**config.mk**
```make
export PLATFORM = sky130hd
export DESIGN_NAME = cic_decimator_unit
export DESIGN_NICKNAME = d
export VERILOG_FILES = /design/src/cicd_pkg.sv /design/src/cic_decimator_unit.sv /design/src/cicd_stage.sv
export SDC_FILE = /design/constraint.sdc
export NUM_CORES = 2
export LEC_CHECK = 0
export ABC_AREA = 1
export BUFFER_PORTS_ARGS = -buffer_cell sky130_fd_sc_hd__buf_4
export CORE_UTILIZATION = 30
export CTS_BUF_LIST = sky130_fd_sc_hd__clkbuf_8
export CTS_CLUSTER_SIZE = 10
export DETAILED_ROUTE_END_ITERATION = 8
export GPL_TIMING_DRIVEN = 0
export PLACE_DENSITY = 0.4
export SYNTH_ARGS = -nofsm -noshare
export SYNTH_HDL_FRONTEND = slang
export SYNTH_SLANG_ARGS = --single-unit
```
**constraint.sdc**
```tcl
create_clock -name clk -period 4.5 [get_ports clk]
set_clock_uncertainty 0.15 [all_clocks]
set_input_delay 0.675 -clock clk [delete_from_list [all_inputs] [get_ports clk]]
set_output_delay 0.675 -clock clk [all_outputs]
set_load 0.01 [all_outputs]
```
**src/cicd_pkg.sv**
```systemverilog
// Shared types, constants and helpers for the CIC decimator.
// No dependencies; imported by cicd_stage and cic_decimator_unit.
package cicd_pkg;

  localparam int SAMPLE_W  = 32;
  localparam int STAGES_W  = 3;
  localparam int DECIM_W   = 10;
  localparam int CFG_IDX_W = 1;
  localparam int CFG_DATA_W = 10;
  localparam int SHIFT_W   = 5;

  // Configuration register indexes
  localparam logic [CFG_IDX_W-1:0] CFG_NUM_STAGES = 1'b0;
  localparam logic [CFG_IDX_W-1:0] CFG_DECIMATION = 1'b1;

  // Reset values of the configuration registers
  localparam logic [STAGES_W-1:0] NUM_STAGES_RST = 3'd3;
  localparam logic [DECIM_W-1:0]  DECIMATION_RST = 10'd16;

  // Ratio thresholds and the output shift that goes with each band
  localparam logic [DECIM_W-1:0] RATIO_T0 = 10'd16;
  localparam logic [DECIM_W-1:0] RATIO_T1 = 10'd20;
  localparam logic [DECIM_W-1:0] RATIO_T2 = 10'd30;
  localparam logic [DECIM_W-1:0] RATIO_T3 = 10'd40;
  localparam logic [SHIFT_W-1:0] SHIFT_B0 = 5'd4;
  localparam logic [SHIFT_W-1:0] SHIFT_B1 = 5'd6;
  localparam logic [SHIFT_W-1:0] SHIFT_B2 = 5'd10;
  localparam logic [SHIFT_W-1:0] SHIFT_B3 = 5'd14;
  localparam logic [SHIFT_W-1:0] SHIFT_B4 = 5'd18;

  typedef enum logic {
    STAGE_INTEG,
    STAGE_COMB
  } stage_kind_t;

  function automatic logic [SHIFT_W-1:0] shift_for_ratio(input logic [DECIM_W-1:0] ratio);
    logic [SHIFT_W-1:0] s;
    if (ratio < RATIO_T0) begin
      s = SHIFT_B0;
    end else if (ratio < RATIO_T1) begin
      s = SHIFT_B1;
    end else if (ratio < RATIO_T2) begin
      s = SHIFT_B2;
    end else if (ratio < RATIO_T3) begin
      s = SHIFT_B3;
    end else begin
      s = SHIFT_B4;
    end
    return s;
  endfunction

endpackage

```
**src/cic_decimator_unit.sv**
```systemverilog
// Top level of the CIC decimation filter.
// Depends on cicd_pkg and instantiates cicd_stage for every integrator and comb.
//
// Usage:
//   s_tvalid/s_tready/s_tdata carry input samples (signed 32 bit). A transaction
//   completes at a rising edge with tvalid and tready both high.
//   m_tvalid/m_tready/m_tdata carry decimated output samples (signed 32 bit).
//   cfg_wr_en/cfg_addr/cfg_wdata write num_stages (index 0) and decimation
//   (index 1); write them only while the pipeline is empty.
// Throughput: one input sample per cycle while m_tready is high; each stage
//   (integrator or comb) has a single adder, so no stage limits the rate.
// Path: before m_tvalid rises, an accepted sample passes MAX_STAGE_COUNT
//   integrator registers (the first loaded at the accepting edge),
//   MAX_STAGE_COUNT comb registers and the output register; stages beyond
//   num_stages pass data through.
// Reset (rst, synchronous): clears all integrators, comb delays, the phase
//   counter and every valid flag; num_stages returns to 3, decimation to 16.
// Stall: when m_tready is low the output holds; stages behind it keep filling
//   empty slots, so s_tready drops only once the whole pipeline is full.
module cic_decimator_unit
  import cicd_pkg::*;
#(
  parameter int MAX_STAGE_COUNT = 6,
  parameter int DATA_WIDTH      = 32
) (
  input  logic                  clk,
  input  logic                  rst,
  // configuration write port
  input  logic                  cfg_wr_en,
  input  logic [CFG_IDX_W-1:0]  cfg_addr,
  input  logic [CFG_DATA_W-1:0] cfg_wdata,
  // input stream
  input  logic                  s_tvalid,
  output logic                  s_tready,
  input  logic [SAMPLE_W-1:0]   s_tdata,   // [31:0] sample_in
  // output stream
  output logic                  m_tvalid,
  input  logic                  m_tready,
  output logic [SAMPLE_W-1:0]   m_tdata    // [31:0] sample_out
);

  localparam int CNT_W_RAW = $clog2(MAX_STAGE_COUNT + 1);
  localparam int CNT_W     = (CNT_W_RAW > STAGES_W) ? CNT_W_RAW : STAGES_W;
  localparam int EXT_W     = (DATA_WIDTH > SAMPLE_W) ? DATA_WIDTH : SAMPLE_W;

  // Configuration registers
  logic [STAGES_W-1:0] num_stages;
  logic [DECIM_W-1:0]  decimation;

  always_ff @(posedge clk) begin
    if (rst) begin
      num_stages <= NUM_STAGES_RST;
      decimation <= DECIMATION_RST;
    end else if (cfg_wr_en) begin
      case (cfg_addr)
        CFG_NUM_STAGES: num_stages <= cfg_wdata[STAGES_W-1:0];
        CFG_DECIMATION: decimation <= cfg_wdata[DECIM_W-1:0];
        default: ;
      endcase
    end
  end

  // Stage count in use: zero acts as one, saturate at the built depth
  logic [CNT_W-1:0] ns_ext;
  logic [CNT_W-1:0] n_eff;
  logic [MAX_STAGE_COUNT-1:0] stage_on;

  assign ns_ext = CNT_W'(num_stages);

  always_comb begin
    if (ns_ext == '0) begin
      n_eff = CNT_W'(1);
    end else if (ns_ext > CNT_W'(MAX_STAGE_COUNT)) begin
      n_eff = CNT_W'(MAX_STAGE_COUNT);
    end else begin
      n_eff = ns_ext;
    end
  end

  for (genvar j = 0; j < MAX_STAGE_COUNT; j++) begin : g_on
    assign stage_on[j] = CNT_W'(j) < n_eff;
  end

  // Decimation ratio: zero acts as one
  logic [DECIM_W-1:0]  ratio;
  logic [SHIFT_W-1:0]  shamt;

  assign ratio = (decimation == '0) ? DECIM_W'(1) : decimation;
  assign shamt = shift_for_ratio(ratio);

  // Integrator chain
  logic [DATA_WIDTH-1:0] in_ext;
  logic [EXT_W-1:0]      in_wide;
  logic                  int_valid [MAX_STAGE_COUNT];
  logic                  int_ready [MAX_STAGE_COUNT];
  logic [DATA_WIDTH-1:0] int_data  [MAX_STAGE_COUNT];
  logic                  int_out_ready;

  assign in_wide = EXT_W'($signed(s_tdata));
  assign in_ext  = in_wide[DATA_WIDTH-1:0];

  for (genvar j = 0; j < MAX_STAGE_COUNT; j++) begin : g_int
    logic                  up_valid;
    logic [DATA_WIDTH-1:0] up_data;
    logic                  dn_ready;

    if (j == 0) begin : g_first
      assign up_valid = s_tvalid;
      assign up_data  = in_ext;
      assign s_tready = int_ready[0];
    end else begin : g_next
      assign up_valid = int_valid[j-1];
      assign up_data  = int_data[j-1];
    end

    if (j == MAX_STAGE_COUNT - 1) begin : g_last
      assign dn_ready = int_out_ready;
    end else begin : g_mid
      assign dn_ready = int_ready[j+1];
    end

    cicd_stage #(
      .KIND       (STAGE_INTEG),
      .DATA_WIDTH (DATA_WIDTH)
    ) u_int (
      .clk       (clk),
      .rst       (rst),
      .active    (stage_on[j]),
      .in_valid  (up_valid),
      .in_ready  (int_ready[j]),
      .in_data   (up_data),
      .out_valid (int_valid[j]),
      .out_ready (dn_ready),
      .out_data  (int_data[j])
    );
  end

  // Rate change: drop samples until the phase counter wraps
  logic [DECIM_W-1:0] phase_count;
  logic [DECIM_W:0]   phase_inc;
  logic               drop;
  logic               comb_in_valid;
  logic               comb_ready [MAX_STAGE_COUNT];
  logic               comb_valid [MAX_STAGE_COUNT];
  logic [DATA_WIDTH-1:0] comb_data [MAX_STAGE_COUNT];

  assign phase_inc     = {1'b0, phase_count} + (DECIM_W + 1)'(1);
  assign drop          = phase_inc < {1'b0, ratio};
  assign int_out_ready = drop || comb_ready[0];
  assign comb_in_valid = int_valid[MAX_STAGE_COUNT-1] && !drop;

  always_ff @(posedge clk) begin
    if (rst) begin
      phase_count <= '0;
    end else if (int_valid[MAX_STAGE_COUNT-1] && int_out_ready) begin
      phase_count <= drop ? phase_inc[DECIM_W-1:0] : '0;
    end
  end

  // Comb chain
  logic out_load;
  logic last_ready;

  assign last_ready = !m_tvalid || m_tready;

  for (genvar j = 0; j < MAX_STAGE_COUNT; j++) begin : g_comb
    logic                  up_valid;
    logic [DATA_WIDTH-1:0] up_data;
    logic                  dn_ready;

    if (j == 0) begin : g_first
      assign up_valid = comb_in_valid;
      assign up_data  = int_data[MAX_STAGE_COUNT-1];
    end else begin : g_next
      assign up_valid = comb_valid[j-1];
      assign up_data  = comb_data[j-1];
    end

    if (j == MAX_STAGE_COUNT - 1) begin : g_last
      assign dn_ready = last_ready;
    end else begin : g_mid
      assign dn_ready = comb_ready[j+1];
    end

    cicd_stage #(
      .KIND       (STAGE_COMB),
      .DATA_WIDTH (DATA_WIDTH)
    ) u_comb (
      .clk       (clk),
      .rst       (rst),
      .active    (stage_on[j]),
      .in_valid  (up_valid),
      .in_ready  (comb_ready[j]),
      .in_data   (up_data),
      .out_valid (comb_valid[j]),
      .out_ready (dn_ready),
      .out_data  (comb_data[j])
    );
  end

  // Output register: arithmetic shift of the last comb value, low 32 bits
  logic signed [EXT_W-1:0] comb_ext;
  logic signed [EXT_W-1:0] shifted;

  assign comb_ext = EXT_W'($signed(comb_data[MAX_STAGE_COUNT-1]));
  assign shifted  = comb_ext >>> shamt;
  assign out_load = comb_valid[MAX_STAGE_COUNT-1] && last_ready;

  always_ff @(posedge clk) begin
    if (rst) begin
      m_tvalid <= 1'b0;
    end else if (out_load) begin
      m_tvalid <= 1'b1;
    end else if (m_tready) begin
      m_tvalid <= 1'b0;
    end
  end

  always_ff @(posedge clk) begin
    if (out_load) begin
      m_tdata <= shifted[SAMPLE_W-1:0];
    end
  end

endmodule

```
**src/cicd_stage.sv**
```systemverilog
// One pipelined CIC stage: an integrator or a comb with differential delay one.
// Depends on cicd_pkg for the stage kind.
module cicd_stage
  import cicd_pkg::*;
#(
  parameter stage_kind_t KIND       = STAGE_INTEG,
  parameter int          DATA_WIDTH = 32
) (
  input  logic                  clk,
  input  logic                  rst,
  input  logic                  active,
  input  logic                  in_valid,
  output logic                  in_ready,
  input  logic [DATA_WIDTH-1:0] in_data,
  output logic                  out_valid,
  input  logic                  out_ready,
  output logic [DATA_WIDTH-1:0] out_data
);

  logic [DATA_WIDTH-1:0] state;
  logic [DATA_WIDTH-1:0] state_next;
  logic [DATA_WIDTH-1:0] result;
  logic                  load;

  assign in_ready = !out_valid || out_ready;
  assign load     = in_valid && in_ready;

  always_comb begin
    case (KIND)
      STAGE_INTEG: begin
        result     = state + in_data;
        state_next = result;
      end
      STAGE_COMB: begin
        result     = in_data - state;
        state_next = in_data;
      end
      default: begin
        result     = in_data;
        state_next = state;
      end
    endcase
  end

  always_ff @(posedge clk) begin
    if (rst) begin
      out_valid <= 1'b0;
      state     <= '0;
    end else if (load) begin
      out_valid <= 1'b1;
      // inactive stages pass the value straight through and hold their state
      if (active) begin
        state <= state_next;
      end
    end else if (out_ready) begin
      out_valid <= 1'b0;
    end
  end

  always_ff @(posedge clk) begin
    if (load) begin
      out_data <= active ? result : in_data;
    end
  end

endmodule

```
==> metrics.md <==
| Metric | Value |
|---|---|
| Status | `complete, no violations` |
| # nets final | `7664` |
| Die Ht | `421 um` |
| DRC Markers | `0` |
| Vias per cell | `4.88` |
| Hold Violations, Final | `0` |
| Routed WL | `192000 um` |
| Leak | `25.6 nW` |
| Max-cap check violation count | `0` |
| IO buf count | `79` |
| Final setup violation count | `0` |
| Req. time, crit path | `3.67 ns` |
| Synth Area in Compound Gates | `17.6%` |
| RSZ-0062 raised after global routing | `yes` |
| Synth area leaders | `edfxtp_1 23%, dfxtp_1 16%, nand2_1 12%` |
| DR WL/cell | `19.8 um` |
| Multiplexer area fraction after synthesis | `0.361%` |
| Final Slew Violations | `0` |
| DIE AREA | `177000 sq um` |
| Yosys reg bits | `832` |
| Fin util | `34.6%` |
| Post-synth ARST share | `0%` |
| Vias | `47300` |
| Layout area overhead | `14.4%` |
| Worst ir drop on vdd | `0.313 mV` |
| Core area | `174000 sq um` |
| Clock Sinks | `832` |
| Yosys top cell area share | `23.5%` |
| Reg clk slew, reported paths | `0.06 ns` |
| CTS Buffer Depth | `3` |
| CTS tree | `done` |
| Main combinational cell family by area after synthesis | `simple AND/OR/NAND/NOR gates` |
| Syn Area/Cell | `7.60 sq um` |
| Initial Utilization | `30.2%` |
| Routed Antenna Nets | `0` |
| CTS Buf Count | `160` |
| Cell taking the most area after synthesis | `edfxtp_1` |
| Final Critical Period | `4.43 ns` |
| Chip width | `421 um` |
| Worst Tran Pin Value | `1.37 ns` |
| Max_slew headroom | `8.56%` |
| Yosys warning total | `0` |
| Crit end category | `output port` |
| Seq/Total Area, Yosys | `39.4%` |
| CP Max Fanout | `3` |
| Initial DRC Count | `3308` |
| Post-synth top flop | `dfxtp_1` |
| Post-Synth Simple-Gate Area | `20.9%` |
| TritonRoute pass-1 iters | `7` |
| Hold Path Class | `input pin to flip-flop` |
| Initial antenna violation count | `16` |
| Post-Synth Adder-Cell Area | `9.53%` |
| Largest net degree at the start of global routing | `36` |
| Count of cell types in the netlist | `56` |
| Crit path launch type | `flip-flop` |
| Fill cells | `18900` |
| Worst Path Arrival | `3.60 ns` |
| Htree depth | `4` |
| Share of cells above drive strength 1 | `6.43%` |
| Post-route clock period utilization | `98.4%` |
| Final WS setup | `0.0728 ns` |
| PD cells | `325 nW/um^2` |
| Cell count after synthesis | `6934` |
| Hold Crit Depth | `5` |
| Clock Root Buffer | `clkbuf_8` |
| Total power | `19.6 mW` |
| GPL Wtd Cong | `0.899` |
| Total global routing overflow | `0` |
| Vias in the first global route | `46500` |
| GRT Util Overall | `21.3%` |
| Fin cells | `9689` |
| Peak Freq | `226 MHz` |
| Reg2reg path depth | `22` |
| Critical path class | `flip-flop to output port` |
| Pre-CTS setup slack | `-0.305 ns` |
| Xor/xnor share of the synthesized area | `4.87%` |
| First-pass GRT wire length | `289000 um` |
| Clk_lat worst skew | `0.97 ns` |
| Rows | `153` |
| Post-synth EDFFs | `412` |
| Synthesized Nets | `7376` |
| Dpl cells | `9342` |
| Dpl hpwl | `154000 um` |
| Boundary Pins | `82` |
| Synthesized cell area | `52700 sq um` |
| Worst-case hold slack | `0.0894 ns` |
==> final timing paths <==
check / start / slack (ns) / to
worst min-delay path: s_tdata[31] / 0.09 / g_int[0].u_int.out_data[31]
worst max-delay path: phase_count[1] / 0.07 / s_tready
worst max register to register: phase_count[1] / 0.29 / g_int[1].u_int.out_data[22]
worst min register to register: g_comb[0].u_comb.state[11] / 0.31 / g_comb[0].u_comb.state[11]
==> cell usage after synthesis (2+ instances only) <==
cell and instances:
ha_1 382, nor4_1 17, a21o_1 53, edfxtp_1 412, clkbuf_1 165, or2_1 4
xor2_1 156, nand2_2 4, nor3_1 67, a31oi_1 61, a21oi_1 756, buf_2 20
nor2_4 4, inv_2 2, nand3_1 216, nand3_2 2, and2_1 3, inv_4 2
xnor2_1 137, a21boi_0 18, nor2_1 529, a221oi_1 15, o21a_1 13, fa_1 12
o21bai_1 60, a211oi_1 3, inv_1 762, o21ai_1 5, o221a_2 2, o221ai_1 19
nand2_1 1719, o211a_1 19, buf_4 9, dfxtp_1 420, nand4_1 66, buf_1 20
nand3b_1 19, o21ai_0 658, buf_6 5, or2_2 42, o211ai_1 21, clkinv_1 3
mux2i_1 19
==> critical path, cell delays in order (launching register included) <==
cell and delay, ns:
dfxtp_4 0.38, ha_4 0.15, nand2_4 0.05, nor2_4 0.13, nand3_4 0.09, nor2_4 0.12
xor2_2 0.09, ha_1 0.30, nand3_1 0.07, inv_1 0.07, nand2_1 0.05, nor2_1 0.08
nand2_1 0.06, inv_1 0.06, nand2_2 0.06, nand2_4 0.15, nand4_4 0.12, nor2_4 0.18
nand4_4 0.16, buf_8 0.19, buf_6 0.11
==> where the power goes <==
part | switching (mW) | internal [mW]
clock network | 3.81 | 4.29
registers | 0.179 | 8.28
logic | 2.11 | 0.900
total | 6.11 | 13.5
==> stage by stage <==
step / area (sq um) / setup TNS, ns
2_1_floorplan: 52700 / 0
3_3_place_gp: 56200 / -99.68
3_5_place_dp: 56300 / -13.10
4_1_cts: 60100 / -0.218
5_1_grt: 60300 / -0.208
6_report: 60300 / 0
==> cell usage in the layout (no fill, tap or decap), types with 42 or more instances in the layout <==
cell / count
clkbuf_1: 164
xnor2_1: 137
o21bai_1: 60
a31oi_1: 61
ha_1: 380
a21oi_1: 755
nor2_1: 521
nor3_1: 67
nand4_1: 66
inv_1: 803
nand2_1: 1716
or2_2: 42
o21ai_0: 657
clkbuf_8: 179
nand3_1: 213
xor2_1: 155
buf_4: 108
edfxtp_1: 412
dfxtp_1: 415
a21o_1: 53
==> per-layer routing <==
| layer | global-route usage, % | vias up | wire [um] |
|---|---|---|---|
| li1 | - | 23900 | - |
| met1 | 29.1 | 22200 | 91600 |
| met2 | 33.8 | 928 | 85500 |
| met3 | 3.84 | 257 | 9140 |
| met4 | 7.19 | 4 | 5730 |
| met5 | 0 | - | 27 |
==> state kept, by name (all words and copies together) (netlist names), 3 cells and up <==
signal	cells
g_comb.u_comb.out_data	188
g_comb.u_comb.state	192
phase_count	10
g_int.u_int.out_data	192
m_tdata	32
g_comb.u_comb.out_valid	6
decimation	10
g_int.u_int.state	192
ns_ext	3
g_int.u_int.out_valid	6
==> repair_timing <==
item / in CTS / in global routing
buffers inserted: 17 / 4
setup endpoints to repair: 65 / 14
hold buffers: 18 / 0
resized for setup: 30 / 9
gates cloned: 1 / 0
hold endpoints to repair: 18 / 0
pin swaps: 14 / 13
==> cells by family (layout without fill, tap and decap cells) <==
logic type | count (synthesis) | in the layout
mux | 19 | 19
simple gates | 2700 | 2700
other cells | 0 | 4
xor+xnor | 293 | 293
buf+inv | 988 | 1414
compound gates | 1708 | 1708
fa+ha+maj | 394 | 394
flops | 832 | 832
==> layout make-up <==
type	instances	area, sq um	share of cell area (%)
multi-input cells	5114	28200	46.8
flip-flops and latches	832	20800	34.5
well taps	2325	2910	4.82
inverters	769	2900	4.80
clock buffers	179	2460	4.09
repair buffers	126	1110	1.84
clock inverters	121	943	1.56
plain buffers	218	920	1.53
diodes	4	10.0	0.0166
repair inverters	1	7.51	0.0124
Note: power is estimated with default switching activity, not from simulation.
